**config.mk**
```make
export PLATFORM = sky130hd
export DESIGN_NAME = tspu_front_flat
export DESIGN_NICKNAME = d
export VERILOG_FILES = /design/src/hdl/tspu_pkg.sv /design/src/hdl/tspu_intf.sv /design/src/hdl/tspu_front.sv /design/src/flat_wrapper.sv
export SDC_FILE = /design/constraint.sdc
export NUM_CORES = 1
export LEC_CHECK = 0
export BUFFER_PORTS_ARGS = -buffer_cell sky130_fd_sc_hd__buf_4
export CAP_MARGIN = 20
export CORE_ASPECT_RATIO = 0.5
export CORE_UTILIZATION = 44
export DETAILED_ROUTE_END_ITERATION = 6
export PLACE_DENSITY = 0.95
export SYNTH_ARGS = -nofsm -noshare
export SYNTH_HDL_FRONTEND = slang
export SYNTH_SLANG_ARGS = --single-unit
```
**constraint.sdc**
```tcl
create_clock -name vclk -period 3.1
set_clock_uncertainty 0.05 [all_clocks]
set_input_delay 0 -clock vclk [all_inputs]
set_output_delay 0 -clock vclk [all_outputs]
set_load 0.005 [all_outputs]
```
**src/hdl/tspu_pkg.sv**
```systemverilog
// ----------------------------------------------------------------------------
// tspu_pkg
// Shared constants, codes and types of the scanline pixel unpacker.
// ----------------------------------------------------------------------------
package tspu_pkg;

    // image size limits and derived counter widths
    localparam int MAX_WIDTH     = 4096;
    localparam int MAX_HEIGHT    = 4096;
    localparam int COL_W         = $clog2(MAX_WIDTH + 1);
    localparam int ROW_W         = $clog2(MAX_HEIGHT + 1);
    localparam int PALETTE_DEPTH = 256;
    localparam int PAL_AW        = $clog2(PALETTE_DEPTH);

    // short queue between front and back
    localparam int QUEUE_DEPTH = 4;
    localparam int QPTR_W      = $clog2(QUEUE_DEPTH);
    localparam int QCNT_W      = $clog2(QUEUE_DEPTH + 1);

    // configuration port
    localparam int PADDR_W = 5;
    localparam int PDATA_W = 32;

    // register indexes
    localparam logic [2:0] REG_BITS_PER_SAMPLE   = 3'd0;
    localparam logic [2:0] REG_PHOTOMETRIC_MODE  = 3'd1;
    localparam logic [2:0] REG_SAMPLES_PER_PIXEL = 3'd2;
    localparam logic [2:0] REG_IMAGE_WIDTH       = 3'd3;
    localparam logic [2:0] REG_IMAGE_HEIGHT      = 3'd4;

    // photometric modes
    localparam logic [1:0] MODE_MIN_IS_WHITE = 2'd0;
    localparam logic [1:0] MODE_MIN_IS_BLACK = 2'd1;
    localparam logic [1:0] MODE_RGB          = 2'd2;
    localparam logic [1:0] MODE_PALETTE      = 2'd3;

    // item operations
    localparam logic OP_DATA    = 1'b0;
    localparam logic OP_PALETTE = 1'b1;

    // samples per pixel that carries a skipped alpha sample
    localparam logic [2:0] SPP_WITH_ALPHA = 3'd4;

    // full-byte sample width
    localparam logic [3:0] BYTE_BITS = 4'd8;

    typedef struct packed {
        logic [3:0]  bits_per_sample;
        logic [1:0]  photometric_mode;
        logic [2:0]  samples_per_pixel;
        logic [12:0] image_width;
        logic [12:0] image_height;
    } t_cfg;

    // classified item: key is the scanline byte or the palette index
    typedef struct packed {
        logic        op;
        logic [7:0]  key;
        logic [23:0] rgb;
    } t_queue_entry;

endpackage

```
**src/hdl/tspu_intf.sv**
```systemverilog
// ----------------------------------------------------------------------------
// tspu_intf
// Valid/ready channels carrying input items and pixel results.
// ----------------------------------------------------------------------------
interface tspu_in_if import tspu_pkg::*; ();
    logic        valid;
    logic        ready;
    logic        op;
    logic [7:0]  data_byte;
    logic [7:0]  palette_index;
    logic [15:0] red_level;
    logic [15:0] green_level;
    logic [15:0] blue_level;

    modport source (
        output valid, op, data_byte, palette_index, red_level, green_level, blue_level,
        input  ready
    );
    modport sink (
        input  valid, op, data_byte, palette_index, red_level, green_level, blue_level,
        output ready
    );
endinterface


```
**src/hdl/tspu_front.sv**
```systemverilog
// ----------------------------------------------------------------------------
// tspu_front
// Accepts input items, classifies them and scales palette levels to 8 bits.
// ----------------------------------------------------------------------------
module tspu_front import tspu_pkg::*; (
    tspu_in_if.sink      i_in,
    input  logic         i_q_ready,
    output logic         o_push,
    output t_queue_entry o_entry
);

    // floor(level * 255 / 65535) == floor(level / 257); with level = 256*h + l
    // the quotient is h when l >= h, else h - 1
    function automatic logic [7:0] scale_level(input logic [15:0] level);
        logic [7:0] hi;
        logic [7:0] lo;
        begin
            hi = level[15:8];
            lo = level[7:0];
            scale_level = (lo >= hi) ? hi : 8'(hi - 8'd1);
        end
    endfunction

    // accept whenever the queue has room
    assign i_in.ready = i_q_ready;
    assign o_push     = i_in.valid & i_q_ready;

    // classify item
    always_comb begin
        o_entry.op  = i_in.op;
        o_entry.key = (i_in.op == OP_PALETTE) ? i_in.palette_index : i_in.data_byte;
        o_entry.rgb = {scale_level(i_in.red_level), scale_level(i_in.green_level),
                       scale_level(i_in.blue_level)};
    end

endmodule

```
**src/flat_wrapper.sv**
```systemverilog
// flat-port wrapper written by rule: the top's interface ports become plain ports
module tspu_front_flat import tspu_pkg::*;
  (i_q_ready, o_push, o_entry, i_in_valid, i_in_op, i_in_data_byte, i_in_palette_index, i_in_red_level, i_in_green_level, i_in_blue_level, i_in_ready);
  tspu_in_if i_in_i ();
  input  logic i_q_ready;
  output logic o_push;
  output t_queue_entry o_entry;
  input wire logic [$bits(i_in_i.valid)-1:0] i_in_valid;
  input wire logic [$bits(i_in_i.op)-1:0] i_in_op;
  input wire logic [$bits(i_in_i.data_byte)-1:0] i_in_data_byte;
  input wire logic [$bits(i_in_i.palette_index)-1:0] i_in_palette_index;
  input wire logic [$bits(i_in_i.red_level)-1:0] i_in_red_level;
  input wire logic [$bits(i_in_i.green_level)-1:0] i_in_green_level;
  input wire logic [$bits(i_in_i.blue_level)-1:0] i_in_blue_level;
  output wire logic [$bits(i_in_i.ready)-1:0] i_in_ready;
  assign i_in_i.valid = i_in_valid;
  assign i_in_i.op = i_in_op;
  assign i_in_i.data_byte = i_in_data_byte;
  assign i_in_i.palette_index = i_in_palette_index;
  assign i_in_i.red_level = i_in_red_level;
  assign i_in_i.green_level = i_in_green_level;
  assign i_in_i.blue_level = i_in_blue_level;
  assign i_in_ready = i_in_i.ready;
  tspu_front u_core (.i_in(i_in_i), .i_q_ready(i_q_ready), .o_push(o_push), .o_entry(o_entry));
endmodule
```
=== Word level (Yosys, flattened, before mapping) ===
Cells that the tools add are included.

* Magnitude comparators: 3
* Bitwise gates (word level): 1
* Multiplexer cells: 4
* Add/sub/neg operators: 3

{| class="wikitable"
|+ Operator list
! kind !! count
|-
| $mux 8 || 4
|-
| $ge 8x8->1 || 3
|-
| $sub 8x1->8 const B || 3
|-
| $and 1x1->1 || 1
|}

* Logic and storage cells: 11
* Register bits after elaboration: 0
* Bits of input ports: 67
* Output and inout port bits: 35

=== Logic depth before layout (Yosys ltp) ===
* Word-level depth: 2
* Mapped depth: 7
* Depth with buffers taken out: 7

=== Least setup slack after synthesis ===
OpenSTA, ideal clock, no wires.

* Path type: input -> output
* Start: input port i_in_green_level[10]
* End: output port o_entry[11] (netlist name)
* Required time: 3.050 ns
* Data arrival time: 1.277 ns
* Cell stages on the path: 7
* Buffers on the path: 0
* Slack: 1.773 ns
* Cells stage by stage: inv_1 ha_1 a211oi_2 o21ai_1 a41oi_4 nand4_1 xnor2_1

{| class="wikitable"
|+ RTL lines
! what !! RTL line !! source
|-
| start: declaration || flat_wrapper.sv:13 || <nowiki>input wire logic [$bits(i_in_i.green_level)-1:0] i_in_green_level;</nowiki>
|-
| end: declaration || flat_wrapper.sv:7 || <nowiki>output t_queue_entry o_entry;</nowiki>
|}

==> results.txt <==
Total GRT Usage: 24.8%
Worst path arrival time: 1770 ps
Pwr/cell area: 148 mW/mm²
Die Area: 0.00293 mm²
Row count: 12
P_int: 0.000169 W
Post-CTS Setup Repair Bufs: 0
Area Overhead vs Synth: 66.5%
Routed Antenna Nets: 0
Critical path's largest stage delay: 380 ps
DR iter-0 viols: 41
Initial antenna violation count: 0
Tcrit/Tclk final: 58.7%
Initial Utilization: 50.1%
Clock Power Share: 0%
Share of layout cells above drive strength 1: 45.7%
Hold Path Class: primary input to output pin
Setup repair after global routing missed its margin: no
Area leader, netlist: ha_1
Seq cells: 0
Minimum clock period: 1820 ps
Required @ worst endpoint: 3050 ps
Min-Delay Path Depth: 2
Largest net degree at the start of global routing: 10
Commonest non-fill, non-tap cells in the layout: buf_4 (102), inv_1 (28), ha_1 (27), xnor2_1 (21), nand2_1 (12)
Clock buffer count: 0
Actual slew at the worst max-slew pin: 432 ps
FF+latch area: 0 µm²
Worst path depth: 9
# IOs: 102
Total leakage power: 1.06 nW
Yosys warns: 0
GPL Wtd Cong: 0.858
Cell Chain, Critical Path: buf_4 > inv_1 > ha_1 > a211oi_1 > o21ai_1 > a21oi_2 > and3_1 > xnor2_1 > buf_4
HPWL reported at the end of detailed placement: 3.29 mm
Die H: 38.8 µm
Max Cap Viol: 0
Die width: 75.5 µm
Global-route wire length before repair: 5.52 mm
IO Port Bufs: 102
Post-Synthesis Cell Area: 0.00119 mm²
Max VDD drop: 98.2 µV
# hold bufs at CTS: 0
Logic gate share of total power: 100.0%
Sequential power share: 0%
Crit path kind: primary input to output pin
Area of the multi-input gates: 0.00106 mm²
Setup Total Neg Slack: 0 ps
Yosys top cell area share: 28.4%
DRT Pass-1 Iters: 4
CP Max Fanout: 9
Core area: 0.00237 mm²
Switching pwr: 0.000125 W
Number of fill cells in the layout: 164
CP delay by family, top: compound AO/OA/AOI/OAI gates
Syn avg cell area: 7.57 µm²
Outcome: finished, final reports clean
Switching portion of total power: 42.4%
Area contributors post-synth: ha_1 (28%), xnor2_1 (15%), inv_1 (8.8%)
Seq/Total Area, Yosys: 0%
Final WL: 3.66 mm
Total gr overflow: 0
Commonest non-fill, non-tap cell in the layout: buf_4
Final hold violations: 0
Critical path's slowest cell: a21oi_2
CTS resizes: 0
Crit end category: output pin
Final setup vio count: 0
Syn Nets: 251
WL/cell: 12.6 µm
Slew margin rel.: 70.9%
Pins Over Slew Limit: 0
Post-synthesis cell count: 157
Layout net count: 352
ANT cells: 0
DRC violations left: 0
Hold slack: 121 ps
Fmax: 0.549 GHz
Vias per cell: 5.05
CP Launch Type: primary input
CP dominant cell by count: buf_4
DR vias: 1470
CP Buf/Inv Count: 3
Count of different cell masters after synthesis: 30
Number of global-route vias before repair: 1356
-- cell type report --
| type | count | share of cell area [%] |
|---|---|---|
| inverters | 28 | 5.31 |
| repair buffers | 102 | 38.7 |
| well taps | 35 | 2.21 |
| multi-input cells | 126 | 53.8 |
-- per-stage QoR --
stage | worst slack (ps) | instances | total power [W] | util [%] | area [µm²]
detailed placement | 1300 | 291 | 0.000294 | 83.4 | 1980
global placement | 1450 | 291 | 0.000282 | 83.4 | 1980
floorplan | 1770 | 157 | 0.000138 | - | 1190
finish | 1280 | 291 | 0.000294 | 83.4 | 1980
CTS | 1310 | 291 | 0.000295 | 83.4 | 1980
global route | 1130 | 291 | 0.000326 | 83.4 | 1980
-- power groups by stage --
stage                     clock [W]  sequential, W  combinational (W)
final                             0              0           0.000294
after global routing              0              0           0.000326
after CTS                         0              0           0.000295
after detailed placement          0              0           0.000294
after global placement            0              0           0.000282
after floorplan                   0              0           0.000138
-- Yosys cell counts --
cell type,number
o21ai_0,2
nand4_1,7
a21oi_1,5
nor3_1,4
nand3_1,4
a31oi_4,1
a21oi_2,2
nor4_1,4
a41o_1,1
and3_1,2
inv_1,28
nor4bb_4,1
a211oi_2,1
and2_1,1
buf_4,2
mux2i_1,2
xnor2_1,21
a21o_1,1
a211oi_1,1
a41oi_4,1
o21ai_1,3
nor2b_1,3
nor2_1,9
nand2_1,12
nand2b_1,1
o211ai_1,1
mux2_2,8
clkbuf_1,1
nor4b_2,1
ha_1,27
-- worst paths after layout --
check                          startpoint    endpoint  slack [ps]
worst max-delay path  i_in_blue_level[10]  o_entry[6]        1280
worst min-delay path            i_q_ready  i_in_ready         120
-- layer usage --
layer  global-route usage [%]  vias up  part of all wire [%]  routed length [µm]
met4                     3.70        0                  0.41                  15
met3                     1.30        2                   7.1                 261
met5                        0        -                     0                   0
met2                     58.0       56                    55                2010
met1                     24.5      666                    37                1370
li1                         -      746                     -                   -
-- cells by family after synthesis --
family	Yosys count	share of synthesized area, %
and+or+nand+nor	49	22.8
buffers and inverters	31	10.4
adders and majority gates	27	28.4
xor gates and xnor gates	21	15.5
AOI/OAI and AO/OA	19	13.6
muxes	10	9.26
(Power assumes the default switching activity.)
