## src/hdl/tspu_pkg.sv

```systemverilog
// ----------------------------------------------------------------------------
// tspu_pkg
// Shared constants, codes and types of the scanline pixel unpacker.
// ----------------------------------------------------------------------------
package tspu_pkg;

    // image size limits and derived counter widths
    localparam int MAX_WIDTH     = 4096;
    localparam int MAX_HEIGHT    = 4096;
    localparam int COL_W         = $clog2(MAX_WIDTH + 1);
    localparam int ROW_W         = $clog2(MAX_HEIGHT + 1);
    localparam int PALETTE_DEPTH = 256;
    localparam int PAL_AW        = $clog2(PALETTE_DEPTH);

    // short queue between front and back
    localparam int QUEUE_DEPTH = 4;
    localparam int QPTR_W      = $clog2(QUEUE_DEPTH);
    localparam int QCNT_W      = $clog2(QUEUE_DEPTH + 1);

    // configuration port
    localparam int PADDR_W = 5;
    localparam int PDATA_W = 32;

    // register indexes
    localparam logic [2:0] REG_BITS_PER_SAMPLE   = 3'd0;
    localparam logic [2:0] REG_PHOTOMETRIC_MODE  = 3'd1;
    localparam logic [2:0] REG_SAMPLES_PER_PIXEL = 3'd2;
    localparam logic [2:0] REG_IMAGE_WIDTH       = 3'd3;
    localparam logic [2:0] REG_IMAGE_HEIGHT      = 3'd4;

    // photometric modes
    localparam logic [1:0] MODE_MIN_IS_WHITE = 2'd0;
    localparam logic [1:0] MODE_MIN_IS_BLACK = 2'd1;
    localparam logic [1:0] MODE_RGB          = 2'd2;
    localparam logic [1:0] MODE_PALETTE      = 2'd3;

    // item operations
    localparam logic OP_DATA    = 1'b0;
    localparam logic OP_PALETTE = 1'b1;

    // samples per pixel that carries a skipped alpha sample
    localparam logic [2:0] SPP_WITH_ALPHA = 3'd4;

    // full-byte sample width
    localparam logic [3:0] BYTE_BITS = 4'd8;

    typedef struct packed {
        logic [3:0]  bits_per_sample;
        logic [1:0]  photometric_mode;
        logic [2:0]  samples_per_pixel;
        logic [12:0] image_width;
        logic [12:0] image_height;
    } t_cfg;

    // classified item: key is the scanline byte or the palette index
    typedef struct packed {
        logic        op;
        logic [7:0]  key;
        logic [23:0] rgb;
    } t_queue_entry;

endpackage

```

## src/hdl/tspu_queue.sv

```systemverilog
// ----------------------------------------------------------------------------
// tspu_queue
// Short FIFO of classified items between the front and the back.
// ----------------------------------------------------------------------------
module tspu_queue import tspu_pkg::*; (
    input  logic         i_clk,
    input  logic         i_rst_n,
    input  logic         i_push,
    input  t_queue_entry i_entry,
    output logic         o_ready,
    input  logic         i_pop,
    output logic         o_valid,
    output t_queue_entry o_head
);

    t_queue_entry r_mem [QUEUE_DEPTH];
    logic [QPTR_W-1:0] r_wr_ptr;
    logic [QPTR_W-1:0] r_rd_ptr;
    logic [QCNT_W-1:0] r_count;

    assign o_ready = (r_count != QCNT_W'(QUEUE_DEPTH));
    assign o_valid = (r_count != '0);
    assign o_head  = r_mem[r_rd_ptr];

    // pointers and fill count
    always_ff @(posedge i_clk) begin
        if (!i_rst_n) begin
            r_wr_ptr <= '0;
            r_rd_ptr <= '0;
            r_count  <= '0;
        end else begin
            if (i_push) begin
                r_wr_ptr <= QPTR_W'(r_wr_ptr + 1'b1);
            end
            if (i_pop) begin
                r_rd_ptr <= QPTR_W'(r_rd_ptr + 1'b1);
            end
            if (i_push && !i_pop) begin
                r_count <= QCNT_W'(r_count + 1'b1);
            end else if (!i_push && i_pop) begin
                r_count <= QCNT_W'(r_count - 1'b1);
            end
        end
    end

    // entry storage
    always_ff @(posedge i_clk) begin
        if (i_push) begin
            r_mem[r_wr_ptr] <= i_entry;
        end
    end

endmodule

```

## config.mk

```make
export PLATFORM = sky130hd
export DESIGN_NAME = tspu_queue
export DESIGN_NICKNAME = d
export VERILOG_FILES = /design/src/hdl/tspu_pkg.sv /design/src/hdl/tspu_queue.sv
export SDC_FILE = /design/constraint.sdc
export NUM_CORES = 1
export LEC_CHECK = 0
export ABC_AREA = 1
export BUFFER_PORTS_ARGS = -buffer_cell sky130_fd_sc_hd__buf_2
export CORE_MARGIN = 1
export CORE_UTILIZATION = 35
export CTS_BUF_LIST = sky130_fd_sc_hd__clkbuf_8
export CTS_CLUSTER_SIZE = 8
export DETAILED_ROUTE_END_ITERATION = 8
export PLACE_DENSITY = 0.6
export REMOVE_ABC_BUFFERS = 1
export SYNTH_ARGS = -nofsm -noshare
export SYNTH_HDL_FRONTEND = slang
export SYNTH_SLANG_ARGS = --single-unit
export TNS_END_PERCENT = 1
```

## constraint.sdc

```tcl
create_clock -name i_clk -period 5.1 [get_ports i_clk]
set_clock_uncertainty 0.1 [all_clocks]
set_input_delay 1.02 -clock i_clk [delete_from_list [all_inputs] [get_ports i_clk]]
set_output_delay 1.02 -clock i_clk [all_outputs]
set_load 0.1 [all_outputs]
```

======== Yosys cells after proc, flatten, opt, wreduce, memory -nomap -nowiden ========
Memory sizes are Yosys's and may differ from the RTL's. A register that Yosys moved wholly into a read port is not among the register bits.
Index checks and enable logic that the tools add are counted.
storage, ports and cells
  input bits .............................. 37
  bits in registers ....................... 7
  word-level logic and storage cells ...... 21
  memories ................................ 1
  RAM bits ................................ 132
operators by class
  $add $sub $neg .......................... 4
  eq/ne operators ......................... 1
  muxes and demuxes ....................... 6
  reductions and logical operators ........ 6
memories
  name   words  bits a word  rd ports  clocked after memory_dff  wr ports  line              text
  r_mem  4      33           1         1                         1         tspu_queue.sv:16  t_queue_entry r_mem [QUEUE_DEPTH];
operator list
  cell                                                                 count
  3-bit two-way mux                                                    2
  2-bit by 1-bit adder with 2-bit output (second input constant)       2
  2-bit two-way mux                                                    2
  3-bit by 1-bit adder with 3-bit output (second input constant)       1
  3-bit inequality test (second input constant)                        1
  3-bit nonzero test                                                   1
  3-bit by 1-bit subtractor with 3-bit output (second input constant)  1
  1-bit logical AND                                                    2
  1-bit logical NOT                                                    2
  1-bit two-way mux                                                    2
  2-bit nonzero test                                                   1

======== Logic depth before layout (Yosys ltp) ========
Gate-level depths: netlist (run 1).
  depth in word-level cells ............... 4
  gate-level depth with buffers ........... 10
  depth with buffers taken out ............ 10

======== Worst setup path before layout (run 1) ========
No wires, ideal clock.
  kind .................................... flip-flop to output port
  start point ............................. reg (tool-made name)
  end point ............................... out o_head[0] (netlist bit)
  data required time ...................... 3980 ps
  cell stages (with the launch flop) ...... 5
  arrival ................................. 2179 ps
  slack ................................... 1801 ps
  path buffers ............................ 1
  cells stage by stage .................... dfxtp_1 -> inv_2 -> clkbuf_1 -> o21ai_0 -> o22ai_1
RTL lines
  what       line              text
  to (decl)  tspu_queue.sv:13  output t_queue_entry o_head

==> flow_summary.html, run 1 <==
<table>
<tr><th>Metric</th><th>Value</th></tr>
<tr><th colspan="2">Outcome</th></tr>
<tr><td>Run status</td><td>complete, no violations</td></tr>
<tr><th colspan="2">STA</th></tr>
<tr><td>Final critical delay including setup and external delays</td><td>3.61 ns</td></tr>
<tr><td>Final Cycle Share</td><td>0.707</td></tr>
<tr><td>Final hold violation count</td><td>0</td></tr>
<tr><td>Tightest Pin Transition</td><td>1.11 ns</td></tr>
<tr><td>Final setup violation count</td><td>0</td></tr>
<tr><td>Peak clock frequency supported by timing</td><td>277 MHz</td></tr>
<tr><td>Unrepaired setup endpoints after global routing</td><td>no</td></tr>
<tr><td>Total negative setup slack</td><td>0 ns</td></tr>
<tr><td>Number of max-slew violations in the final report</td><td>0</td></tr>
<tr><td>Smallest setup slack after layout</td><td>1.49 ns</td></tr>
<tr><td>Slew Limit Headroom</td><td>0.262</td></tr>
<tr><th colspan="2">Yosys</th></tr>
<tr><td>Sequential cell area fraction in the yosys report</td><td>0.772</td></tr>
<tr><td>Count of mapped cells out of synthesis</td><td>377</td></tr>
<tr><td>Mean area per synthesized cell</td><td>14.2 um^2</td></tr>
<tr><td>Top cell type's share of synthesized area</td><td>0.739</td></tr>
<tr><td>Mapped Area</td><td>5370 um^2</td></tr>
<tr><td>Synth warnings</td><td>0</td></tr>
<tr><td>Synth top area cells</td><td>sky130_fd_sc_hd__edfxtp_1 (74%), sky130_fd_sc_hd__o21ai_0 (5.0%), sky130_fd_sc_hd__nor2_1 (4.8%), sky130_fd_sc_hd__o22ai_1 (3.8%), sky130_fd_sc_hd__dfxtp_1 (3.4%)</td></tr>
<tr><td>Library cell with the largest summed area after synthesis</td><td>sky130_fd_sc_hd__edfxtp_1</td></tr>
<tr><td>Number of distinct standard cells referenced by the synthesized netlist</td><td>19</td></tr>
<tr><td>Flop and latch count out of synthesis</td><td>about 140</td></tr>
<tr><th colspan="2">Placed design</th></tr>
<tr><td>Quantity of I/O buffers inserted on ports</td><td>71</td></tr>
<tr><td>Pre-CTS worst setup slack</td><td>roughly 2 ns</td></tr>
<tr><td>Final Wtd Congestion</td><td>0.723</td></tr>
<tr><td>Placed cell count</td><td>614</td></tr>
<tr><td>HPWL after detailed placement</td><td>6.16 mm</td></tr>
<tr><th colspan="2">Power and ir drop</th></tr>
<tr><td>Leakage power figure</td><td>about 2.2 nW</td></tr>
<tr><td>Power Dens Cells</td><td>428 nW/um^2</td></tr>
<tr><td>Maximum ir drop on the vdd rail</td><td>167 uV</td></tr>
<tr><td>Sum of internal, switching and leakage power</td><td>about 2.6 mW</td></tr>
<tr><th colspan="2">Clocking</th></tr>
<tr><td>CTS H-tree lvls</td><td>4</td></tr>
<tr><td>Latest clock arrival within the worst-skew pair</td><td>0.43 ns</td></tr>
<tr><td>CTS Hold Buffers Added</td><td>0</td></tr>
<tr><td>Buffers inserted by post-CTS timing repair</td><td>0</td></tr>
<tr><td>Clock tree buffer depth</td><td>2</td></tr>
<tr><td>Clock buffers created by TritonCTS</td><td>17</td></tr>
<tr><td>Number of sinks driven by the clock tree</td><td>141</td></tr>
<tr><td>Post-cts gate resize count</td><td>0</td></tr>
<tr><td>CTS root buffer</td><td>sky130_fd_sc_hd__clkbuf_8</td></tr>
<tr><td>Clock tree from TritonCTS</td><td>done</td></tr>
<tr><td>Clock-pin slew on the worst setup and hold paths</td><td>0.07 ns</td></tr>
<tr><th colspan="2">Die</th></tr>
<tr><td>Placeable core area</td><td>between 10000 and 15000 um^2</td></tr>
<tr><td>Floorplan die area</td><td>15800 um^2</td></tr>
<tr><td>Die Span Y</td><td>about 130 um</td></tr>
<tr><td>Number of top-level design ports</td><td>just over 70</td></tr>
<tr><td>Effective utilization at floorplan</td><td>0.364</td></tr>
<tr><td>Die X-Extent</td><td>126 um</td></tr>
<tr><td>Standard-cell row count</td><td>between 40 and 50</td></tr>
<tr><th colspan="2">GRT</th></tr>
<tr><td>Wire length of the first global-routing pass</td><td>around 17 mm</td></tr>
<tr><td>Number of antenna violations at the first check in global routing</td><td>2</td></tr>
<tr><td>Via count of the first global-routing pass</td><td>3268</td></tr>
<tr><td>All-layer global routing usage</td><td>0.146</td></tr>
<tr><td>Total congestion overflow</td><td>0</td></tr>
<tr><td>Pin count of the biggest net entering global routing</td><td>67</td></tr>
<tr><th colspan="2">Layout</th></tr>
<tr><td>Highest-count cells in the layout ignoring fill and taps</td><td>sky130_fd_sc_hd__edfxtp_1 (132), sky130_fd_sc_hd__buf_2 (71), sky130_fd_sc_hd__nor2_1 (69)</td></tr>
<tr><td>Net total in the final layout</td><td>492</td></tr>
<tr><td>Filler cell count in the final layout</td><td>1380</td></tr>
<tr><td>Fraction of layout cells with a size suffix above 1</td><td>0.228</td></tr>
<tr><td>Area of the multi-input gates</td><td>988 um^2</td></tr>
<tr><td>Sequential cell area</td><td>4150 um^2</td></tr>
<tr><td>Final Instance Count excl. Fillers</td><td>644</td></tr>
<tr><td>Area added between synthesis and finish</td><td>14.6%</td></tr>
<tr><td>Commonest non-fill, non-tap cell in the layout</td><td>sky130_fd_sc_hd__edfxtp_1</td></tr>
<tr><td>Ant diodes</td><td>0</td></tr>
<tr><th colspan="2">Worst setup path</th></tr>
<tr><td>Worst R2R Start</td><td>r_wr_ptr[0]$_SDFFE_PN0P_</td></tr>
<tr><td>Category of the most critical setup path</td><td>flop to output port</td></tr>
<tr><td>R2R Setup Slk</td><td>3.30 ns</td></tr>
<tr><td>Data arrival, critical path</td><td>about 2.5 ns</td></tr>
<tr><td>Reg-to-Reg End</td><td>r_mem[0][18]$_DFFE_PP_</td></tr>
<tr><td>Peak fanout along the critical path</td><td>66</td></tr>
<tr><td>Endpoint kind of the worst setup timing path</td><td>output port</td></tr>
<tr><td>Master of the slowest instance on the critical path</td><td>sky130_fd_sc_hd__inv_2</td></tr>
<tr><td>R2R cell count</td><td>4</td></tr>
<tr><td>Critical Path End</td><td>o_head[24]</td></tr>
<tr><td>Worst path depth</td><td>4</td></tr>
<tr><td>Max incr delay on CP</td><td>0.78 ns</td></tr>
<tr><td>Delay-heaviest family, CP</td><td>buffers and inverters</td></tr>
<tr><td>Cells along the critical path</td><td>inv_2 -&gt; o21ai_0 -&gt; o22ai_1 -&gt; buf_2</td></tr>
<tr><td>Required time at the worst-slack endpoint</td><td>~4 ns</td></tr>
<tr><td>Critical path launch point type</td><td>flop</td></tr>
<tr><td>CP bufs+invs</td><td>2</td></tr>
<tr><th colspan="2">Drt</th></tr>
<tr><td>DR vias</td><td>3224</td></tr>
<tr><td>Avg WL per Cell</td><td>between 15 and 20 um</td></tr>
<tr><td>Post-detailed-route via-to-cell ratio</td><td>5.01</td></tr>
<tr><td>Sum of routed wire length over all layers</td><td>10.9 mm</td></tr>
<tr><td>Number of violations reported at the end of detailed-routing iteration 0</td><td>263</td></tr>
<tr><td>Number of remaining DRC errors</td><td>0</td></tr>
<tr><td>First-pass iteration count of the detailed router</td><td>7</td></tr>
<tr><td>Number of nets still failing antenna checks after routing</td><td>0</td></tr>
<tr><th colspan="2">Flow run</th></tr>
<tr><td>Number of violations of the max-capacitance limit</td><td>0</td></tr>
<tr><th colspan="2">Min path</th></tr>
<tr><td>Worst hold path startpoint</td><td>r_rd_ptr[1]$_SDFFE_PN0P_</td></tr>
<tr><td>Worst hold path stage count</td><td>1</td></tr>
<tr><td>Worst hold path class</td><td>flop to flop</td></tr>
</table>
## final cells by class
| cell class | count | share of cell area |
|---|---|---|
| Clock buffer | 17 | 0.0381 |
| Clock inverter | 13 | 0.0181 |
| Inverter | 18 | 0.0110 |
| Multi-Input combinational cell | 198 | 0.161 |
| Sequential cell | 141 | 0.674 |
| Tap cell | 184 | 0.0375 |
| Timing Repair Buffer | 73 | 0.0602 |
## report_power, final
part / switching, mW / leakage (nW) / internal, mW
registers: 0.0132 / 1.29 / 1.32
clock network: 0.382 / 0.189 / 0.414
logic: 0.426 / 0.719 / 0.0750
## cell families (layout without fill, tap and decap cells)
| group | count (synthesis) | after routing | synth area share |
|---|---|---|---|
| compound gates | 110 | 110 | 0.110 |
| fa+ha+maj | 6 | 6 | 0.0154 |
| buf+inv | 38 | 121 | 0.0434 |
| flops | 141 | 141 | 0.772 |
| simple gates | 82 | 82 | 0.0585 |
## worst min-delay path by stage
stage                               endpoint
floorplan                               flop
global placement    r_rd_ptr[1]$_SDFFE_PN0P_
detailed placement  r_rd_ptr[1]$_SDFFE_PN0P_
CTS                 r_rd_ptr[1]$_SDFFE_PN0P_
global route        r_rd_ptr[1]$_SDFFE_PN0P_
finish              r_rd_ptr[1]$_SDFFE_PN0P_
## synthesized netlist by cell type
| library cell | number |
|---|---|
| sky130_fd_sc_hd__a21oi_1 | 5 |
| sky130_fd_sc_hd__nand4_1 | 1 |
| sky130_fd_sc_hd__edfxtp_1 | 132 |
| sky130_fd_sc_hd__dfxtp_1 | 9 |
| sky130_fd_sc_hd__buf_8 | 1 |
| sky130_fd_sc_hd__clkbuf_2 | 2 |
| sky130_fd_sc_hd__buf_6 | 9 |
| sky130_fd_sc_hd__nor2_1 | 69 |
| sky130_fd_sc_hd__inv_1 | 16 |
| sky130_fd_sc_hd__clkbuf_1 | 1 |
| sky130_fd_sc_hd__inv_2 | 2 |
| sky130_fd_sc_hd__ha_1 | 5 |
| sky130_fd_sc_hd__o21ai_0 | 54 |
| sky130_fd_sc_hd__buf_2 | 7 |
| sky130_fd_sc_hd__o21ai_1 | 18 |
| sky130_fd_sc_hd__nand3_1 | 3 |
| sky130_fd_sc_hd__fa_1 | 1 |
| sky130_fd_sc_hd__nand2_1 | 9 |
| sky130_fd_sc_hd__o22ai_1 | 33 |
## flip-flops by register name, summed over array words and instances, names as in the netlist, named ones only
register	count
r_mem	132
r_wr_ptr	2
r_rd_ptr	2
r_count	3
## routing by layer
| metal | GRT usage | part of all wire |
|---|---|---|
| met2 | 0.245 | 0.51 |
| met3 | 0.0459 | 0.055 |
| met4 | 0.0624 | 0.0087 |
| met5 | 0 | 0.0025 |
| met1 | 0.173 | 0.42 |
## stage by stage
| step | hold WS (ns) | util | area [um^2] |
|---|---|---|---|
| 2_1_floorplan | 0.312 | - | 5200 |
| 3_3_place_gp | 0.356 | 0.393 | 5800 |
| 3_5_place_dp | 0.361 | 0.393 | 5800 |
| 4_1_cts | 0.374 | 0.417 | 6150 |
| 5_1_grt | 0.404 | 0.417 | 6150 |
| 6_report | 0.383 | 0.417 | 6150 |
Note: power is estimated with default switching activity, not from simulation.
==> inputs of run 2 (changes only) <==
ABC_AREA = 0   (was 1)
PLACE_DENSITY = 0.62   (was 0.6)
clock period = 3.2 ns   (was 5.1 ns; I/O delays follow)
==> run 2 against run 1 <==
Net effect:
- core utilization is 1.5 points higher
- register-to-register slack got worse by 1.9 ns
- clock power rose by 110%
- critical path type unchanged
- largest power group unchanged
- highest routed layer unchanged
==> flow_summary.html, run 2 <==
<table>
<tr><th>Metric</th><th>Value</th></tr>
<tr><th colspan="2">Yosys</th></tr>
<tr><td>Commonest register cell after synthesis</td><td>sky130_fd_sc_hd__edfxtp_1 (unchanged)</td></tr>
<tr><td>Number of distinct standard cells referenced by the synthesized netlist</td><td>21 (was 19)</td></tr>
<tr><td>Count of flip-flops with a built-in enable after synthesis</td><td>132 (unchanged)</td></tr>
<tr><td>Mean area per synthesized cell</td><td>24.2 um^2 (was 14.2 um^2)</td></tr>
<tr><td>Flop and latch count out of synthesis</td><td>141 (unchanged)</td></tr>
<tr><td>Synth warnings</td><td>0 (unchanged)</td></tr>
<tr><td>Count of mapped cells out of synthesis</td><td>217 (was 377)</td></tr>
<tr><td>Top cell type's share of synthesized area</td><td>0.754 (was 0.739)</td></tr>
<tr><td>Mapped Area</td><td>5260 um^2 (was 5370 um^2)</td></tr>
<tr><td>Share of synthesized registers carrying an async set or reset</td><td>0 (unchanged)</td></tr>
<tr><td>Most instantiated library cell after synthesis</td><td>sky130_fd_sc_hd__edfxtp_1 (unchanged)</td></tr>
<tr><td>Synth top area cells</td><td>sky130_fd_sc_hd__edfxtp_1 (75%), sky130_fd_sc_hd__mux4_2 (13%), sky130_fd_sc_hd__dfxtp_1 (3.4%), sky130_fd_sc_hd__mux4_1 (1.5%), sky130_fd_sc_hd__ha_1 (1.2%) (was sky130_fd_sc_hd__edfxtp_1 (74%), sky130_fd_sc_hd__o21ai_0 (5.0%), sky130_fd_sc_hd__nor2_1 (4.8%), sky130_fd_sc_hd__o22ai_1 (3.8%), sky130_fd_sc_hd__dfxtp_1 (3.4%))</td></tr>
<tr><td>Sequential cell area fraction in the yosys report</td><td>0.789 (was 0.772)</td></tr>
<tr><td>Most frequent cells after synthesis</td><td>sky130_fd_sc_hd__edfxtp_1 (132), sky130_fd_sc_hd__mux4_2 (30), sky130_fd_sc_hd__and2_1 (9), sky130_fd_sc_hd__dfxtp_1 (9), sky130_fd_sc_hd__ha_1 (5) (was sky130_fd_sc_hd__edfxtp_1 (132), sky130_fd_sc_hd__nor2_1 (69), sky130_fd_sc_hd__o21ai_0 (54))</td></tr>
<tr><td>Library cell with the largest summed area after synthesis</td><td>sky130_fd_sc_hd__edfxtp_1 (unchanged)</td></tr>
<tr><th colspan="2">Clocking</th></tr>
<tr><td>Buffers inserted by post-CTS timing repair</td><td>0 (unchanged)</td></tr>
<tr><td>Clock buffers created by TritonCTS</td><td>17 (unchanged)</td></tr>
<tr><td>Clock tree from TritonCTS</td><td>done (unchanged)</td></tr>
<tr><td>CTS root buffer</td><td>sky130_fd_sc_hd__clkbuf_8 (unchanged)</td></tr>
<tr><td>Post-cts gate resize count</td><td>0 (unchanged)</td></tr>
<tr><td>CTS H-tree lvls</td><td>4 (unchanged)</td></tr>
<tr><td>Number of sinks driven by the clock tree</td><td>141 (unchanged)</td></tr>
<tr><td>CTS Hold Buffers Added</td><td>0 (unchanged)</td></tr>
<tr><td>Clock tree buffer depth</td><td>2 (unchanged)</td></tr>
<tr><td>Clock-pin slew on the worst setup and hold paths</td><td>0.09 ns (was 0.07 ns)</td></tr>
<tr><td>Latest clock arrival within the worst-skew pair</td><td>0.45 ns (was 0.43 ns)</td></tr>
<tr><th colspan="2">STA</th></tr>
<tr><td>Worst hold margin</td><td>0.300 ns (was 0.383 ns)</td></tr>
<tr><td>Tightest Pin Transition</td><td>0.504 ns (was 1.11 ns)</td></tr>
<tr><td>Number of max-slew violations in the final report</td><td>0 (unchanged)</td></tr>
<tr><td>Smallest setup slack after layout</td><td>0.411 ns (was 1.49 ns)</td></tr>
<tr><td>Final critical delay including setup and external delays</td><td>2.79 ns</td></tr>
<tr><td>Slew Limit Headroom</td><td>0.664 (was 0.262)</td></tr>
<tr><td>Final setup violation count</td><td>0 (unchanged)</td></tr>
<tr><td>Peak clock frequency supported by timing</td><td>359 MHz</td></tr>
<tr><td>Final hold violation count</td><td>0 (unchanged)</td></tr>
<tr><td>Final Cycle Share</td><td>0.871</td></tr>
<tr><td>Unrepaired setup endpoints after global routing</td><td>no (unchanged)</td></tr>
<tr><td>Total negative setup slack</td><td>0 ns (unchanged)</td></tr>
<tr><th colspan="2">GRT</th></tr>
<tr><td>Pin count of the biggest net entering global routing</td><td>34 (was 67)</td></tr>
<tr><td>Total congestion overflow</td><td>0 (unchanged)</td></tr>
<tr><td>All-layer global routing usage</td><td>0.122 (was 0.146)</td></tr>
<tr><td>Wire length of the first global-routing pass</td><td>13.5 mm (was 17.0 mm)</td></tr>
<tr><td>Number of antenna violations at the first check in global routing</td><td>1 (was 2)</td></tr>
<tr><td>Via count of the first global-routing pass</td><td>2590 (was 3268)</td></tr>
<tr><th colspan="2">Drt</th></tr>
<tr><td>Number of remaining DRC errors</td><td>0 (unchanged)</td></tr>
<tr><td>Avg WL per Cell</td><td>17.3 um (was 17.0 um)</td></tr>
<tr><td>Post-detailed-route via-to-cell ratio</td><td>4.68 (was 5.01)</td></tr>
<tr><td>Number of violations reported at the end of detailed-routing iteration 0</td><td>121 (was 263)</td></tr>
<tr><td>First-pass iteration count of the detailed router</td><td>5 (was 7)</td></tr>
<tr><td>DR vias</td><td>2354 (was 3224)</td></tr>
<tr><td>Sum of routed wire length over all layers</td><td>8.68 mm (was 10.9 mm)</td></tr>
<tr><td>Number of nets still failing antenna checks after routing</td><td>0 (unchanged)</td></tr>
<tr><th colspan="2">Worst setup path</th></tr>
<tr><td>Required time at the worst-slack endpoint</td><td>2.46 ns (was 3.98 ns)</td></tr>
<tr><td>Peak fanout along the critical path</td><td>19 (was 66)</td></tr>
<tr><td>Critical path launch point type</td><td>flop (unchanged)</td></tr>
<tr><td>Category of the most critical setup path</td><td>flop to output port (unchanged)</td></tr>
<tr><td>Endpoint kind of the worst setup timing path</td><td>output port (unchanged)</td></tr>
<tr><td>Data arrival, critical path</td><td>2.05 ns (was 2.49 ns)</td></tr>
<tr><th colspan="2">Placed design</th></tr>
<tr><td>Placed cell count</td><td>471 (was 614)</td></tr>
<tr><td>Pre-CTS worst setup slack</td><td>0.842 ns (was 1.95 ns)</td></tr>
<tr><td>Quantity of I/O buffers inserted on ports</td><td>71 (unchanged)</td></tr>
<tr><td>Final Wtd Congestion</td><td>0.628 (was 0.723)</td></tr>
<tr><td>HPWL after detailed placement</td><td>5.44 mm (was 6.16 mm)</td></tr>
<tr><th colspan="2">Die</th></tr>
<tr><td>Floorplan die area</td><td>15500 um^2 (was 15800 um^2)</td></tr>
<tr><td>Die X-Extent</td><td>125 um (was 126 um)</td></tr>
<tr><td>Standard-cell row count</td><td>44 (unchanged)</td></tr>
<tr><td>Die Span Y</td><td>125 um (was 126 um)</td></tr>
<tr><td>Effective utilization at floorplan</td><td>0.360 (was 0.364)</td></tr>
<tr><td>Number of top-level design ports</td><td>72 (unchanged)</td></tr>
<tr><td>Placeable core area</td><td>14600 um^2 (was 14800 um^2)</td></tr>
<tr><th colspan="2">Layout</th></tr>
<tr><td>Largest registers</td><td>r_mem (132), r_count (3) (unchanged)</td></tr>
<tr><td>Commonest non-fill, non-tap cell in the layout</td><td>sky130_fd_sc_hd__edfxtp_1 (unchanged)</td></tr>
<tr><td>Utilization after layout</td><td>0.432 (was 0.417)</td></tr>
<tr><td>Ant diodes</td><td>0 (unchanged)</td></tr>
<tr><td>Highest-count cells in the layout ignoring fill and taps</td><td>sky130_fd_sc_hd__edfxtp_1 (132), sky130_fd_sc_hd__buf_2 (71), sky130_fd_sc_hd__mux4_2 (30) (was sky130_fd_sc_hd__edfxtp_1 (132), sky130_fd_sc_hd__buf_2 (71), sky130_fd_sc_hd__nor2_1 (69))</td></tr>
<tr><td>Fraction of layout cells with a size suffix above 1</td><td>0.455 (was 0.228)</td></tr>
<tr><td>Area added between synthesis and finish</td><td>20.0% (was 14.6%)</td></tr>
<tr><td>Register containing the most flip-flops in the final layout</td><td>r_mem (unchanged)</td></tr>
<tr><td>Number of flip-flops in the largest register</td><td>132 (unchanged)</td></tr>
<tr><td>Final Instance Count excl. Fillers</td><td>503 (was 644)</td></tr>
<tr><td>Net total in the final layout</td><td>349 (was 492)</td></tr>
<tr><th colspan="2">Outcome</th></tr>
<tr><td>Run status</td><td>complete, no violations (unchanged)</td></tr>
<tr><th colspan="2">Power and ir drop</th></tr>
<tr><td>Power Dens Cells</td><td>740 nW/um^2 (was 428 nW/um^2)</td></tr>
<tr><td>Maximum ir drop on the vdd rail</td><td>271 uV (was 167 uV)</td></tr>
<tr><td>Leakage power figure</td><td>2.17 nW (was 2.20 nW)</td></tr>
<tr><th colspan="2">Min path</th></tr>
<tr><td>Worst hold path class</td><td>input pin to flop (was flop to flop)</td></tr>
<tr><th colspan="2">Flow run</th></tr>
<tr><td>Number of violations of the max-capacitance limit</td><td>0 (unchanged)</td></tr>
</table>
## run 2: cell types whose count changed in the layout (fill, tap and decap cells not counted), sizes merged, moves of 5 or more
cell	previous run	this run
o21ai	72	1
nor2	69	1
mux4	0	33
o22ai	33	0
inv	21	9
and2	0	9
nand2	9	2
a21oi	5	0
buf	73	78
## run 2: kinds of logic (layout without fill, tap and decap cells)
kind of cell,Yosys count,after routing,synth area share
AOI/OAI and AO/OA,2,2,0.00238
xor gates and xnor gates,5,5,0.00833
adders and majority gates,6,6,0.0157
buffers and inverters,12,114,0.0200
DFF,141,141,0.789
muxes,35,35,0.147
and+or+nand+nor,16,16,0.0176
## run 2: worst paths after layout
path	startpoint	to	slack [ns]	cells after the start
max	flop	o_head[28]	0.41	3
max reg2reg	r_wr_ptr[0]$_SDFFE_PN0P_	r_mem[2][14]$_DFFE_PP_	1.42	4
min	i_entry[2]	r_mem[2][2]$_DFFE_PP_	0.30	1
min reg2reg	r_count[2]$_SDFFE_PN0P_	r_count[2]$_SDFFE_PN0P_	0.42	2
## run 2: through the flow
step | power, mW | area, um^2
after floorplan | 2.91 | 5160
after global placement | 3.07 | 5840
after detailed placement | 3.08 | 5840
after CTS | 4.72 | 6300
after global routing | 4.82 | 6300
final | 4.67 | 6300
## run 2: routing by layer
metal,up-vias,part of all wire,track usage
met4,2,0.023,0.0617
met2,61,0.51,0.203
met5,-,0.0015,0
li1,1083,-,-
met3,19,0.056,0.0515
met1,1189,0.41,0.131
## run 2: area by class of cell
type,instances,area (um^2)
Fill cell,1258,8290
Sequential cell,141,4150
Multi-Input combinational cell,64,1010
Timing Repair Buffer,78,433
Clock buffer,17,234
Clock inverter,15,234
Tap cell,184,230
Inverter,4,15.0
## run 2: worst max-delay path, stage by stage, from the launching register on
cell	delay [ns]
sky130_fd_sc_hd__dfxtp_2	0.33
sky130_fd_sc_hd__buf_4	0.36
sky130_fd_sc_hd__mux4_1	0.60
sky130_fd_sc_hd__buf_2	0.31
## run 2: where the power goes
part / switching (mW) / internal (mW)
Clock: 0.699 / 0.943
Sequential: 0.0265 / 2.11
Combinational: 0.692 / 0.194
Total: 1.42 / 3.25
